--- src/rtl/core/fews_pkg.sv ---
// Shared types, codes and the sector map for the flash erase-once write sequencer.
// No dependencies; every other file of the block imports this package.
package fews_pkg;

  localparam int OP_W    = 3;
  localparam int ADDR_W  = 32;
  localparam int LEN_W   = 16;
  localparam int DATA_W  = 32;
  localparam int KIND_W  = 3;
  localparam int CODE_W  = 7;
  localparam int SLOT_LIMIT = 16;
  localparam int SECT_W  = 4;
  localparam int WCNT_W  = LEN_W - 2;
  localparam int QUEUE_DEPTH = 2;
  localparam int WORD_BYTES  = 4;

  localparam int                DEF_NUM_SECTORS     = 12;
  localparam int                DEF_MAX_WRITE_BYTES = 256;
  localparam logic [ADDR_W-1:0] DEF_FLASH_BASE_ADDR = 32'h0800_0000;

  // Sector start offsets from the flash base, in 128 KiB steps from the sixth sector on.
  localparam logic [ADDR_W-1:0] SECTOR_OFFSET [SLOT_LIMIT] = '{
    32'h0000_0000, 32'h0000_4000, 32'h0000_8000, 32'h0000_C000,
    32'h0001_0000, 32'h0002_0000, 32'h0004_0000, 32'h0006_0000,
    32'h0008_0000, 32'h000A_0000, 32'h000C_0000, 32'h000E_0000,
    32'h0010_0000, 32'h0012_0000, 32'h0014_0000, 32'h0016_0000
  };

  typedef enum logic [OP_W-1:0] {
    OP_WRITE         = 3'd0,
    OP_WRITE_NOERASE = 3'd1,
    OP_DATA          = 3'd2,
    OP_CLEAR         = 3'd3,
    OP_PROG_FAIL     = 3'd4
  } fews_op_t;

  typedef enum logic [KIND_W-1:0] {
    KIND_REJECT  = 3'd0,
    KIND_ACCEPT  = 3'd1,
    KIND_ERASE   = 3'd2,
    KIND_PROGRAM = 3'd3,
    KIND_ACK     = 3'd4,
    KIND_DISCARD = 3'd5
  } fews_kind_t;

  // Classified item as it waits in the queue. The argument is the address of a
  // request or the data of a data word item.
  typedef struct packed {
    logic [OP_W-1:0]   op;
    logic [SECT_W-1:0] sect;
    logic              pass;
    logic [WCNT_W-1:0] wcnt;
    logic [ADDR_W-1:0] arg;
  } fews_cmd_t;

  // The last sector among the first num_sectors whose start does not exceed addr.
  function automatic logic [SECT_W-1:0] fews_sector_lookup(
    input logic [ADDR_W-1:0] addr,
    input logic [ADDR_W-1:0] base,
    input int                num_sectors
  );
    logic [SECT_W-1:0] idx;
    logic [ADDR_W-1:0] off;
    idx = '0;
    off = addr - base;
    if (addr >= base) begin
      for (int i = 1; i < SLOT_LIMIT; i++) begin
        if (i < num_sectors && SECTOR_OFFSET[i] <= off) begin
          idx = SECT_W'(i);
        end
      end
    end
    return idx;
  endfunction

endpackage

--- src/rtl/core/fews_if.sv ---
// Valid/ready channel interfaces for the request input and the command output.
// Depends on fews_pkg for the field widths.
interface fews_in_if;
  import fews_pkg::*;
  logic              valid;
  logic              ready;
  logic [OP_W-1:0]   op;
  logic [ADDR_W-1:0] address;
  logic [LEN_W-1:0]  length;
  logic [DATA_W-1:0] word_data;

  modport source (output valid, op, address, length, word_data, input ready);
  modport sink   (input valid, op, address, length, word_data, output ready);
endinterface

interface fews_out_if;
  import fews_pkg::*;
  logic              valid;
  logic              ready;
  logic [KIND_W-1:0] kind;
  logic [CODE_W-1:0] sector_code;
  logic [ADDR_W-1:0] word_address;
  logic [DATA_W-1:0] program_data;
  logic              write_done;

  modport source (output valid, kind, sector_code, word_address, program_data, write_done,
                  input ready);
  modport sink   (input valid, kind, sector_code, word_address, program_data, write_done,
                  output ready);
endinterface

--- src/rtl/core/fews_front.sv ---
// Front end: accepts input items, looks up the sector and checks write requests.
// Depends on fews_pkg and fews_in_if; feeds fews_fifo.
module fews_front #(
  parameter int                NUM_SECTORS     = fews_pkg::DEF_NUM_SECTORS,
  parameter int                MAX_WRITE_BYTES = fews_pkg::DEF_MAX_WRITE_BYTES,
  parameter logic [31:0]       FLASH_BASE_ADDR = fews_pkg::DEF_FLASH_BASE_ADDR
) (
  fews_in_if.sink              in_ch,
  input  logic                 q_full,
  output logic                 q_push,
  output fews_pkg::fews_cmd_t  q_cmd
);
  import fews_pkg::*;

  localparam logic [LEN_W:0] MAX_LEN = (LEN_W+1)'(MAX_WRITE_BYTES);

  logic len_ok;
  logic addr_ok;

  assign in_ch.ready = !q_full;
  assign q_push      = in_ch.valid && !q_full;

  assign len_ok  = (in_ch.length[1:0] == 2'b00) && ({1'b0, in_ch.length} <= MAX_LEN);
  assign addr_ok = (in_ch.address >= FLASH_BASE_ADDR);

  always_comb begin
    q_cmd.op   = in_ch.op;
    q_cmd.sect = fews_sector_lookup(in_ch.address, FLASH_BASE_ADDR, NUM_SECTORS);
    q_cmd.pass = len_ok && addr_ok;
    q_cmd.wcnt = in_ch.length[LEN_W-1:2];
    // Data word items carry their word in place of an address.
    q_cmd.arg  = (in_ch.op == OP_DATA) ? in_ch.word_data : in_ch.address;
  end

endmodule

--- src/rtl/core/fews_fifo.sv ---
// Two-entry queue of classified items between the front and back ends.
// Depends on fews_pkg for the entry type.
module fews_fifo (
  input  logic                clk,
  input  logic                rst_n,
  input  logic                push,
  input  fews_pkg::fews_cmd_t push_cmd,
  input  logic                pop,
  output fews_pkg::fews_cmd_t pop_cmd,
  output logic                full,
  output logic                empty
);
  import fews_pkg::*;

  localparam int PTR_W = (QUEUE_DEPTH > 1) ? $clog2(QUEUE_DEPTH) : 1;
  localparam int CNT_W = $clog2(QUEUE_DEPTH + 1);

  fews_cmd_t        mem [QUEUE_DEPTH];
  logic [PTR_W-1:0] wr_ptr_r, wr_ptr_nxt;
  logic [PTR_W-1:0] rd_ptr_r, rd_ptr_nxt;
  logic [CNT_W-1:0] count_r, count_nxt;

  assign full    = (count_r == CNT_W'(QUEUE_DEPTH));
  assign empty   = (count_r == '0);
  assign pop_cmd = mem[rd_ptr_r];

  always_comb begin
    wr_ptr_nxt = wr_ptr_r;
    rd_ptr_nxt = rd_ptr_r;
    if (push) begin
      wr_ptr_nxt = (wr_ptr_r == PTR_W'(QUEUE_DEPTH - 1)) ? '0 : wr_ptr_r + 1'b1;
    end
    if (pop) begin
      rd_ptr_nxt = (rd_ptr_r == PTR_W'(QUEUE_DEPTH - 1)) ? '0 : rd_ptr_r + 1'b1;
    end
    count_nxt = count_r + CNT_W'(push) - CNT_W'(pop);
  end

  always_ff @(posedge clk) begin
    if (!rst_n) begin
      wr_ptr_r <= '0;
      rd_ptr_r <= '0;
      count_r  <= '0;
    end else begin
      wr_ptr_r <= wr_ptr_nxt;
      rd_ptr_r <= rd_ptr_nxt;
      count_r  <= count_nxt;
    end
  end

  always_ff @(posedge clk) begin
    if (push) begin
      mem[wr_ptr_r] <= push_cmd;
    end
  end

endmodule

--- src/rtl/core/fews_back.sv ---
// Back end: holds the sector marks and the write in progress, and issues commands
// into an output register. Depends on fews_pkg and fews_out_if; fed by fews_fifo.
module fews_back #(
  parameter int NUM_SECTORS     = fews_pkg::DEF_NUM_SECTORS,
  parameter int MAX_WRITE_BYTES = fews_pkg::DEF_MAX_WRITE_BYTES
) (
  input  logic                clk,
  input  logic                rst_n,
  input  logic                q_empty,
  input  fews_pkg::fews_cmd_t q_cmd,
  output logic                q_pop,
  fews_out_if.source          out_ch
);
  import fews_pkg::*;

  localparam int IDX_W  = (NUM_SECTORS > 1) ? $clog2(NUM_SECTORS) : 1;
  localparam int WREM_W = $clog2(MAX_WRITE_BYTES / WORD_BYTES + 1);

  logic [NUM_SECTORS-1:0] marks_r, marks_nxt;
  logic                   active_r, active_nxt;
  logic [ADDR_W-1:0]      nwa_r, nwa_nxt;
  logic [WREM_W-1:0]      wrem_r, wrem_nxt;

  logic                   ovalid_r, ovalid_nxt;
  fews_kind_t             kind_r, kind_nxt;
  logic [CODE_W-1:0]      code_r, code_nxt;
  logic [ADDR_W-1:0]      waddr_r, waddr_nxt;
  logic [DATA_W-1:0]      pdata_r, pdata_nxt;
  logic                   done_r, done_nxt;

  logic [IDX_W-1:0]       idx;
  logic [WREM_W-1:0]      req_words;

  assign idx       = IDX_W'(q_cmd.sect);
  assign req_words = WREM_W'(q_cmd.wcnt);

  // A new command is taken whenever the output register is free or being emptied.
  assign q_pop = !q_empty && (!ovalid_r || out_ch.ready);

  always_comb begin
    marks_nxt  = marks_r;
    active_nxt = active_r;
    nwa_nxt    = nwa_r;
    wrem_nxt   = wrem_r;
    ovalid_nxt = ovalid_r && !out_ch.ready;
    kind_nxt   = kind_r;
    code_nxt   = code_r;
    waddr_nxt  = waddr_r;
    pdata_nxt  = pdata_r;
    done_nxt   = done_r;
    if (q_pop) begin
      ovalid_nxt = 1'b1;
      kind_nxt   = KIND_ACK;
      code_nxt   = '0;
      waddr_nxt  = '0;
      pdata_nxt  = '0;
      done_nxt   = 1'b0;
      unique case (q_cmd.op)
        OP_WRITE, OP_WRITE_NOERASE: begin
          // The no-erase request marks its sector even if it is then rejected.
          if (q_cmd.op == OP_WRITE_NOERASE) begin
            marks_nxt[idx] = 1'b1;
          end
          active_nxt = 1'b0;
          wrem_nxt   = '0;
          if (!q_cmd.pass) begin
            kind_nxt = KIND_REJECT;
          end else begin
            if (!marks_nxt[idx]) begin
              marks_nxt[idx] = 1'b1;
              kind_nxt       = KIND_ERASE;
              code_nxt       = {q_cmd.sect, 3'b000};
            end else begin
              kind_nxt = KIND_ACCEPT;
            end
            nwa_nxt    = q_cmd.arg;
            wrem_nxt   = req_words;
            active_nxt = (req_words != '0);
          end
        end
        OP_DATA: begin
          if (!active_r) begin
            kind_nxt = KIND_DISCARD;
          end else begin
            kind_nxt  = KIND_PROGRAM;
            waddr_nxt = nwa_r;
            pdata_nxt = q_cmd.arg;
            nwa_nxt   = nwa_r + ADDR_W'(WORD_BYTES);
            wrem_nxt  = wrem_r - 1'b1;
            if (wrem_r == WREM_W'(1)) begin
              done_nxt   = 1'b1;
              active_nxt = 1'b0;
            end
          end
        end
        OP_CLEAR: begin
          marks_nxt[idx] = 1'b0;
        end
        OP_PROG_FAIL: begin
          marks_nxt  = '0;
          active_nxt = 1'b0;
          wrem_nxt   = '0;
        end
        default: begin
        end
      endcase
    end
  end

  always_ff @(posedge clk) begin
    if (!rst_n) begin
      marks_r  <= '0;
      active_r <= 1'b0;
      nwa_r    <= '0;
      wrem_r   <= '0;
      ovalid_r <= 1'b0;
    end else begin
      marks_r  <= marks_nxt;
      active_r <= active_nxt;
      nwa_r    <= nwa_nxt;
      wrem_r   <= wrem_nxt;
      ovalid_r <= ovalid_nxt;
    end
  end

  always_ff @(posedge clk) begin
    kind_r  <= kind_nxt;
    code_r  <= code_nxt;
    waddr_r <= waddr_nxt;
    pdata_r <= pdata_nxt;
    done_r  <= done_nxt;
  end

  assign out_ch.valid        = ovalid_r;
  assign out_ch.kind         = kind_r;
  assign out_ch.sector_code  = code_r;
  assign out_ch.word_address = waddr_r;
  assign out_ch.program_data = pdata_r;
  assign out_ch.write_done   = done_r;

endmodule

--- src/rtl/core/flash_erase_once_write_sequencer.sv ---
// Top level of the flash erase-once write sequencer: front end, queue, back end.
// Depends on fews_pkg, fews_if, fews_front, fews_fifo and fews_back.
//
//   Channel   Direction  Handshake      Carries
//   in_ch     input      valid/ready    op, address, length, word_data
//   out_ch    output     valid/ready    kind, sector_code, word_address,
//                                       program_data, write_done
//
// Every item gives exactly one result; it passes through the two-entry queue and then
// the output register.
// One item per cycle is sustained while the output is not stalled; the back end updates
// the sector marks and the write state as it takes each item.
// Reset (rst_n low, synchronous) clears the marks, ends any write and empties the queue.
// A stalled output holds its result; the queue keeps taking items until it is full.
module flash_erase_once_write_sequencer #(
  parameter int          NUM_SECTORS     = fews_pkg::DEF_NUM_SECTORS,
  parameter int          MAX_WRITE_BYTES = fews_pkg::DEF_MAX_WRITE_BYTES,
  parameter logic [31:0] FLASH_BASE_ADDR = fews_pkg::DEF_FLASH_BASE_ADDR
) (
  input  logic       clk,
  input  logic       rst_n,
  fews_in_if.sink    in_ch,
  fews_out_if.source out_ch
);
  import fews_pkg::*;

  fews_cmd_t push_cmd;
  fews_cmd_t pop_cmd;
  logic      q_push;
  logic      q_pop;
  logic      q_full;
  logic      q_empty;

  fews_front #(
    .NUM_SECTORS     (NUM_SECTORS),
    .MAX_WRITE_BYTES (MAX_WRITE_BYTES),
    .FLASH_BASE_ADDR (FLASH_BASE_ADDR)
  ) u_front (
    .in_ch  (in_ch),
    .q_full (q_full),
    .q_push (q_push),
    .q_cmd  (push_cmd)
  );

  fews_fifo u_fifo (
    .clk      (clk),
    .rst_n    (rst_n),
    .push     (q_push),
    .push_cmd (push_cmd),
    .pop      (q_pop),
    .pop_cmd  (pop_cmd),
    .full     (q_full),
    .empty    (q_empty)
  );

  fews_back #(
    .NUM_SECTORS     (NUM_SECTORS),
    .MAX_WRITE_BYTES (MAX_WRITE_BYTES)
  ) u_back (
    .clk     (clk),
    .rst_n   (rst_n),
    .q_empty (q_empty),
    .q_cmd   (pop_cmd),
    .q_pop   (q_pop),
    .out_ch  (out_ch)
  );

  a_no_push_when_full: assert property (@(posedge clk) disable iff (!rst_n)
    q_push |-> !q_full)
    else $error("queue written while full");

  a_no_pop_when_empty: assert property (@(posedge clk) disable iff (!rst_n)
    q_pop |-> !q_empty)
    else $error("queue read while empty");

  a_pop_gives_result: assert property (@(posedge clk) disable iff (!rst_n)
    q_pop |=> out_ch.valid)
    else $error("command taken from the queue but no result presented");

  a_stall_blocks_pop: assert property (@(posedge clk) disable iff (!rst_n)
    (out_ch.valid && !out_ch.ready) |-> !q_pop)
    else $error("queue advanced while the output was stalled");

endmodule

--- src/flat_wrapper.sv ---
// flat-port wrapper written by rule: the top's interface ports become plain ports
module flash_erase_once_write_sequencer_flat import fews_pkg::*;
#(
  parameter int          NUM_SECTORS     = fews_pkg::DEF_NUM_SECTORS,
  parameter int          MAX_WRITE_BYTES = fews_pkg::DEF_MAX_WRITE_BYTES,
  parameter logic [31:0] FLASH_BASE_ADDR = fews_pkg::DEF_FLASH_BASE_ADDR
)
  (clk, rst_n, in_ch_valid, in_ch_op, in_ch_address, in_ch_length, in_ch_word_data, in_ch_ready, out_ch_valid, out_ch_kind, out_ch_sector_code, out_ch_word_address, out_ch_program_data, out_ch_write_done, out_ch_ready);
  fews_in_if in_ch_i ();
  fews_out_if out_ch_i ();
  input  logic clk;
  input  logic rst_n;
  input wire logic [$bits(in_ch_i.valid)-1:0] in_ch_valid;
  input wire logic [$bits(in_ch_i.op)-1:0] in_ch_op;
  input wire logic [$bits(in_ch_i.address)-1:0] in_ch_address;
  input wire logic [$bits(in_ch_i.length)-1:0] in_ch_length;
  input wire logic [$bits(in_ch_i.word_data)-1:0] in_ch_word_data;
  output wire logic [$bits(in_ch_i.ready)-1:0] in_ch_ready;
  output wire logic [$bits(out_ch_i.valid)-1:0] out_ch_valid;
  output wire logic [$bits(out_ch_i.kind)-1:0] out_ch_kind;
  output wire logic [$bits(out_ch_i.sector_code)-1:0] out_ch_sector_code;
  output wire logic [$bits(out_ch_i.word_address)-1:0] out_ch_word_address;
  output wire logic [$bits(out_ch_i.program_data)-1:0] out_ch_program_data;
  output wire logic [$bits(out_ch_i.write_done)-1:0] out_ch_write_done;
  input wire logic [$bits(out_ch_i.ready)-1:0] out_ch_ready;
  assign in_ch_i.valid = in_ch_valid;
  assign in_ch_i.op = in_ch_op;
  assign in_ch_i.address = in_ch_address;
  assign in_ch_i.length = in_ch_length;
  assign in_ch_i.word_data = in_ch_word_data;
  assign in_ch_ready = in_ch_i.ready;
  assign out_ch_valid = out_ch_i.valid;
  assign out_ch_kind = out_ch_i.kind;
  assign out_ch_sector_code = out_ch_i.sector_code;
  assign out_ch_word_address = out_ch_i.word_address;
  assign out_ch_program_data = out_ch_i.program_data;
  assign out_ch_write_done = out_ch_i.write_done;
  assign out_ch_i.ready = out_ch_ready;
  flash_erase_once_write_sequencer #(.NUM_SECTORS(NUM_SECTORS), .MAX_WRITE_BYTES(MAX_WRITE_BYTES), .FLASH_BASE_ADDR(FLASH_BASE_ADDR)) u_core (.clk(clk), .rst_n(rst_n), .in_ch(in_ch_i), .out_ch(out_ch_i));
endmodule
--- config.mk ---
export PLATFORM = sky130hd
export DESIGN_NAME = flash_erase_once_write_sequencer_flat
export DESIGN_NICKNAME = d
export VERILOG_FILES = /design/src/rtl/core/fews_pkg.sv /design/src/rtl/core/fews_if.sv /design/src/rtl/core/fews_front.sv /design/src/rtl/core/fews_fifo.sv /design/src/rtl/core/fews_back.sv /design/src/rtl/core/flash_erase_once_write_sequencer.sv /design/src/flat_wrapper.sv
export SDC_FILE = /design/constraint.sdc
export NUM_CORES = 1
export LEC_CHECK = 0
export BUFFER_PORTS_ARGS = -buffer_cell sky130_fd_sc_hd__buf_2
export CORE_AREA = 2 2 188 190
export DETAILED_ROUTE_END_ITERATION = 12
export DIE_AREA = 0 0 190 192
export GPL_TIMING_DRIVEN = 1
export SYNTH_ARGS = -nofsm -noshare
export SYNTH_HDL_FRONTEND = slang
export SYNTH_SLANG_ARGS = --single-unit
--- constraint.sdc ---
create_clock -name clk -period 4.5 [get_ports clk]
set_input_delay 0.9 -clock clk [delete_from_list [all_inputs] [get_ports clk]]
set_output_delay 0.9 -clock clk [all_outputs]
set_load 0.02 [all_outputs]
==> flow_summary_export.csv <==
group,metric,value,unit
timing,finalSetupTns,0,ns
timing,setup_viol,0,
clock_tree,cts_resized,0,
timing,post-route-min-period,2.94,ns
timing,fmax,340,MHz
setup_path,crit_arrival,3.37,ns
logic_synthesis,yosysUniqueCellTypes,66,
cells_and_area,drive_above_1_share,27.3,%
cells_and_area,fill_cells,3325,
setup_path,critPathKind,"register to register",
clock_tree,hold_buffers,0,
place,port_buffers,160,
floorplan,core_region_area,0.0343,sq mm
clock_tree,cts_max_level,1,
timing,final_hold_viol_count,0,
timing,drv_slew,0,
detailed_routing,first_pass_iters,5,
clock_tree,clkSinkCount,224,
place,hpwl,19.4,mm
clock_tree,cts_root_buffer,"clkbuf_16",
floorplan,initial_core_util,29.8,%
timing,rsz0062_at_grt,"false",
detailed_routing,via_per_inst,4.98,
clock_tree,clock_latency,0.52,ns
logic_synthesis,syn_area_per_cell,11.6,sq um
cells_and_area,seq_area,0.00615,sq mm
floorplan,die_w,190,um
power_and_ir_drop,power_density,576,mW/mm^2
setup_path,crit_required,4.93,ns
grt,grt_usage,14.4,%
hold_path,hold_depth,2,
detailed_routing,ant_nets,0,
logic_synthesis,yosysWarnings,0,
cells_and_area,n_antenna_cell,0,
logic_synthesis,ys_seq_elements,224,
floorplan,ioPinCount,164,
floorplan,rows,68,
clock_tree,numCtsBuffers,23,
floorplan,die_area,0.0365,sq mm
timing,relSlewSlack,37.7,%
place,routabilityCongestion,0.842,
place,post-place-ws,1.33,ns
cells_and_area,fin_nets,1126,
timing,tightest_slew,0.933,ns
clock_tree,clk_pin_slew,0.07,ns
logic_synthesis,synth-edff-count,166,
timing,setup_ws,1.56,ns
clock_tree,cts_buffer_depth,3,
floorplan,die_y,192,um
detailed_routing,wl,27.1,mm
grt,grt_pass1_vias,7055,
timing,finalClockSkew,0.0112,ns
timing,fin_crit_sh,65.4,%
clock_tree,cts_tree,"done",
flow_run,cap_violations,0,
cells_and_area,multi_input_area,0.00382,sq mm
logic_synthesis,syn_inst,878,
detailed_routing,vias,7501,
logic_synthesis,ys_seq_area_share,60.1,%
setup_path,crit_path_start_kind,"register",
status,status,"complete, no violations",
logic_synthesis,syn_area,0.0102,sq mm
hold_path,hold_class,"register to register",
grt,grt_max_degree,69,
cells_and_area,syn2layout_area_growth,21.3,%
clock_tree,cts_setup_buffers,0,
grt,grt_overflow_total,0,
detailed_routing,drt-wirelength-per-cell,18.0,um
setup_path,cp_max_fo,36,
detailed_routing,drt_iter0_drc,654,
setup_path,critPathCaptureType,"register",
logic_synthesis,synth_flop_cell,"edfxtp_1",
detailed_routing,drc_errors,0,
grt,grt_antenna_before_repair,0,
setup_path,reg2regPathDepth,8,
logic_synthesis,async_reset_ff_share,0,%
power_and_ir_drop,p_leak,4.59,nW
grt,grt_pass1_wl,41.0,mm
power_and_ir_drop,vdd_drop_max,233,uV
==> cells by family (layout without fill, tap and decap cells) <==
logic type,Yosys count,after routing,share of synthesized area (%)
AO/OA/AOI/OAI,205,205,13.0
XOR/XNOR,7,7,0.599
adder cells (fa/ha/maj),6,6,0.734
buffers and inverters,69,239,2.95
flip-flops,224,224,60.1
multiplexers,80,80,8.28
other,1,3,0.0367
AND/OR/NAND/NOR,286,286,14.3
==> worst max-delay path, stage by stage (launching register included) <==
cell and delay (ns):
dfxtp_4 0.46, nor3b_1 0.81, o211a_1 0.26, buf_4 0.30, o21ai_2 0.24, buf_4 0.29, nor2_8 0.18, a311oi_1 0.07
a211oi_1 0.21
==> sequential cells by signal, summed over array words and instances, names as in the netlist, named ones only <==
name	flops
u_core.u_back.out_ch.kind	3
u_core.u_back.wrem_r	7
u_core.u_back.active_r	1
u_core.u_fifo.count_r	2
u_core.u_back.marks_r	12
u_core.u_back.out_ch.write_done	1
u_core.u_back.out_ch.program_data	32
u_core.u_fifo.mem	94
u_core.u_fifo.wr_ptr_r	1
u_core.u_back.nwa_r	32
u_core.u_back.out_ch.valid	1
u_core.u_back.out_ch.word_address	32
u_core.u_back.out_ch.sector_code	4
u_core.u_fifo.rd_ptr_r	1
==> where the power goes <==
part | switching, mW | internal, mW | leakage [nW]
clock network | 0.815 | 1.33 | 0.419
registers | 0.253 | 2.77 | 2.05
logic | 1.35 | 0.617 | 2.11
total | 2.42 | 4.72 | 4.59
==> placed cells by master, fill, tap and decap left out, drive strengths merged, types with 6 or more instances in the layout <==
| cell type | Yosys | routed |
|---|---|---|
| buf | 21 | 176 |
| bufinv | 0 | 6 |
| nand2 | 53 | 53 |
| o21ai | 58 | 58 |
| clkinv | 2 | 6 |
| mux2i | 43 | 43 |
| o211ai | 6 | 6 |
| clkbuf | 27 | 28 |
| a21oi | 67 | 67 |
| nand3 | 14 | 14 |
| nor3 | 23 | 23 |
| nand4 | 9 | 9 |
| ha | 6 | 6 |
| o31ai | 6 | 6 |
| and2 | 37 | 37 |
| a31o | 8 | 8 |
| edfxtp | 166 | 166 |
| and3 | 14 | 14 |
| inv | 19 | 22 |
| a211oi | 10 | 10 |
| a21o | 9 | 9 |
| nor4 | 15 | 15 |
| mux2 | 37 | 37 |
| nor2 | 90 | 90 |
| dfxtp | 58 | 58 |
| a31oi | 10 | 10 |
==> cell type report <==
| type | count | area share, % |
|---|---|---|
| Sequential cell | 224 | 49.6 |
| Multi-Input combinational cell | 587 | 30.8 |
| Clock inverter | 14 | 2.00 |
| Timing Repair Buffer | 176 | 7.43 |
| Inverter | 21 | 0.646 |
| Clock buffer | 28 | 4.95 |
| Tap cell | 455 | 4.59 |
==> synthesized netlist by cell type, types with 10 or more instances <==
cell type,count,area [sq um]
mux2i_1,43,430
o21ai_0,46,230
nand2_1,53,199
and3_1,14,87.6
buf_2,13,65.1
o21ai_1,12,60.1
edfxtp_1,166,4980
clkbuf_1,27,101
dfxtp_1,58,1160
and2_1,37,231
a21oi_1,67,335
nor2_1,89,334
nor4_1,15,93.8
nor3_1,21,105
mux2_2,37,417
inv_1,19,71.3
a211oi_1,10,75.1
nand3_1,13,65.1
==> metrics by stage <==
stage / hold WS [ns] / power (mW) / cells / util, % / cell area (sq um)
global route: 0.502 / 7.48 / 1505 / 36.2 / 12400
global placement: 0.455 / 5.02 / 1463 / 33.7 / 11500
CTS: 0.469 / 7.20 / 1505 / 36.2 / 12400
floorplan: 0.438 / 4.31 / 880 / - / 10200
detailed placement: 0.460 / 5.04 / 1463 / 33.7 / 11500
finish: 0.474 / 7.14 / 1505 / 36.2 / 12400
==> final timing paths <==
check                      startpoint                        to  slack, ns
max                          register   u_core.u_back.nwa_r[23]       1.56
min          u_core.u_back.marks_r[6]  u_core.u_back.marks_r[6]       0.47
max reg2reg                  register   u_core.u_back.nwa_r[23]       1.56
min reg2reg  u_core.u_back.marks_r[6]  u_core.u_back.marks_r[6]       0.47
==> per-layer routing <==
layer	track usage, %	part of all wire [%]	routed length [um]	vias up
met3	2.08	5.6	1520	37
li1	-	-	-	3605
met1	20.6	47	12700	3616
met2	22.8	46	12300	243
met5	0	0	0	-
met4	4.17	2.2	589	0
Note: power is estimated with default switching activity, not from simulation.
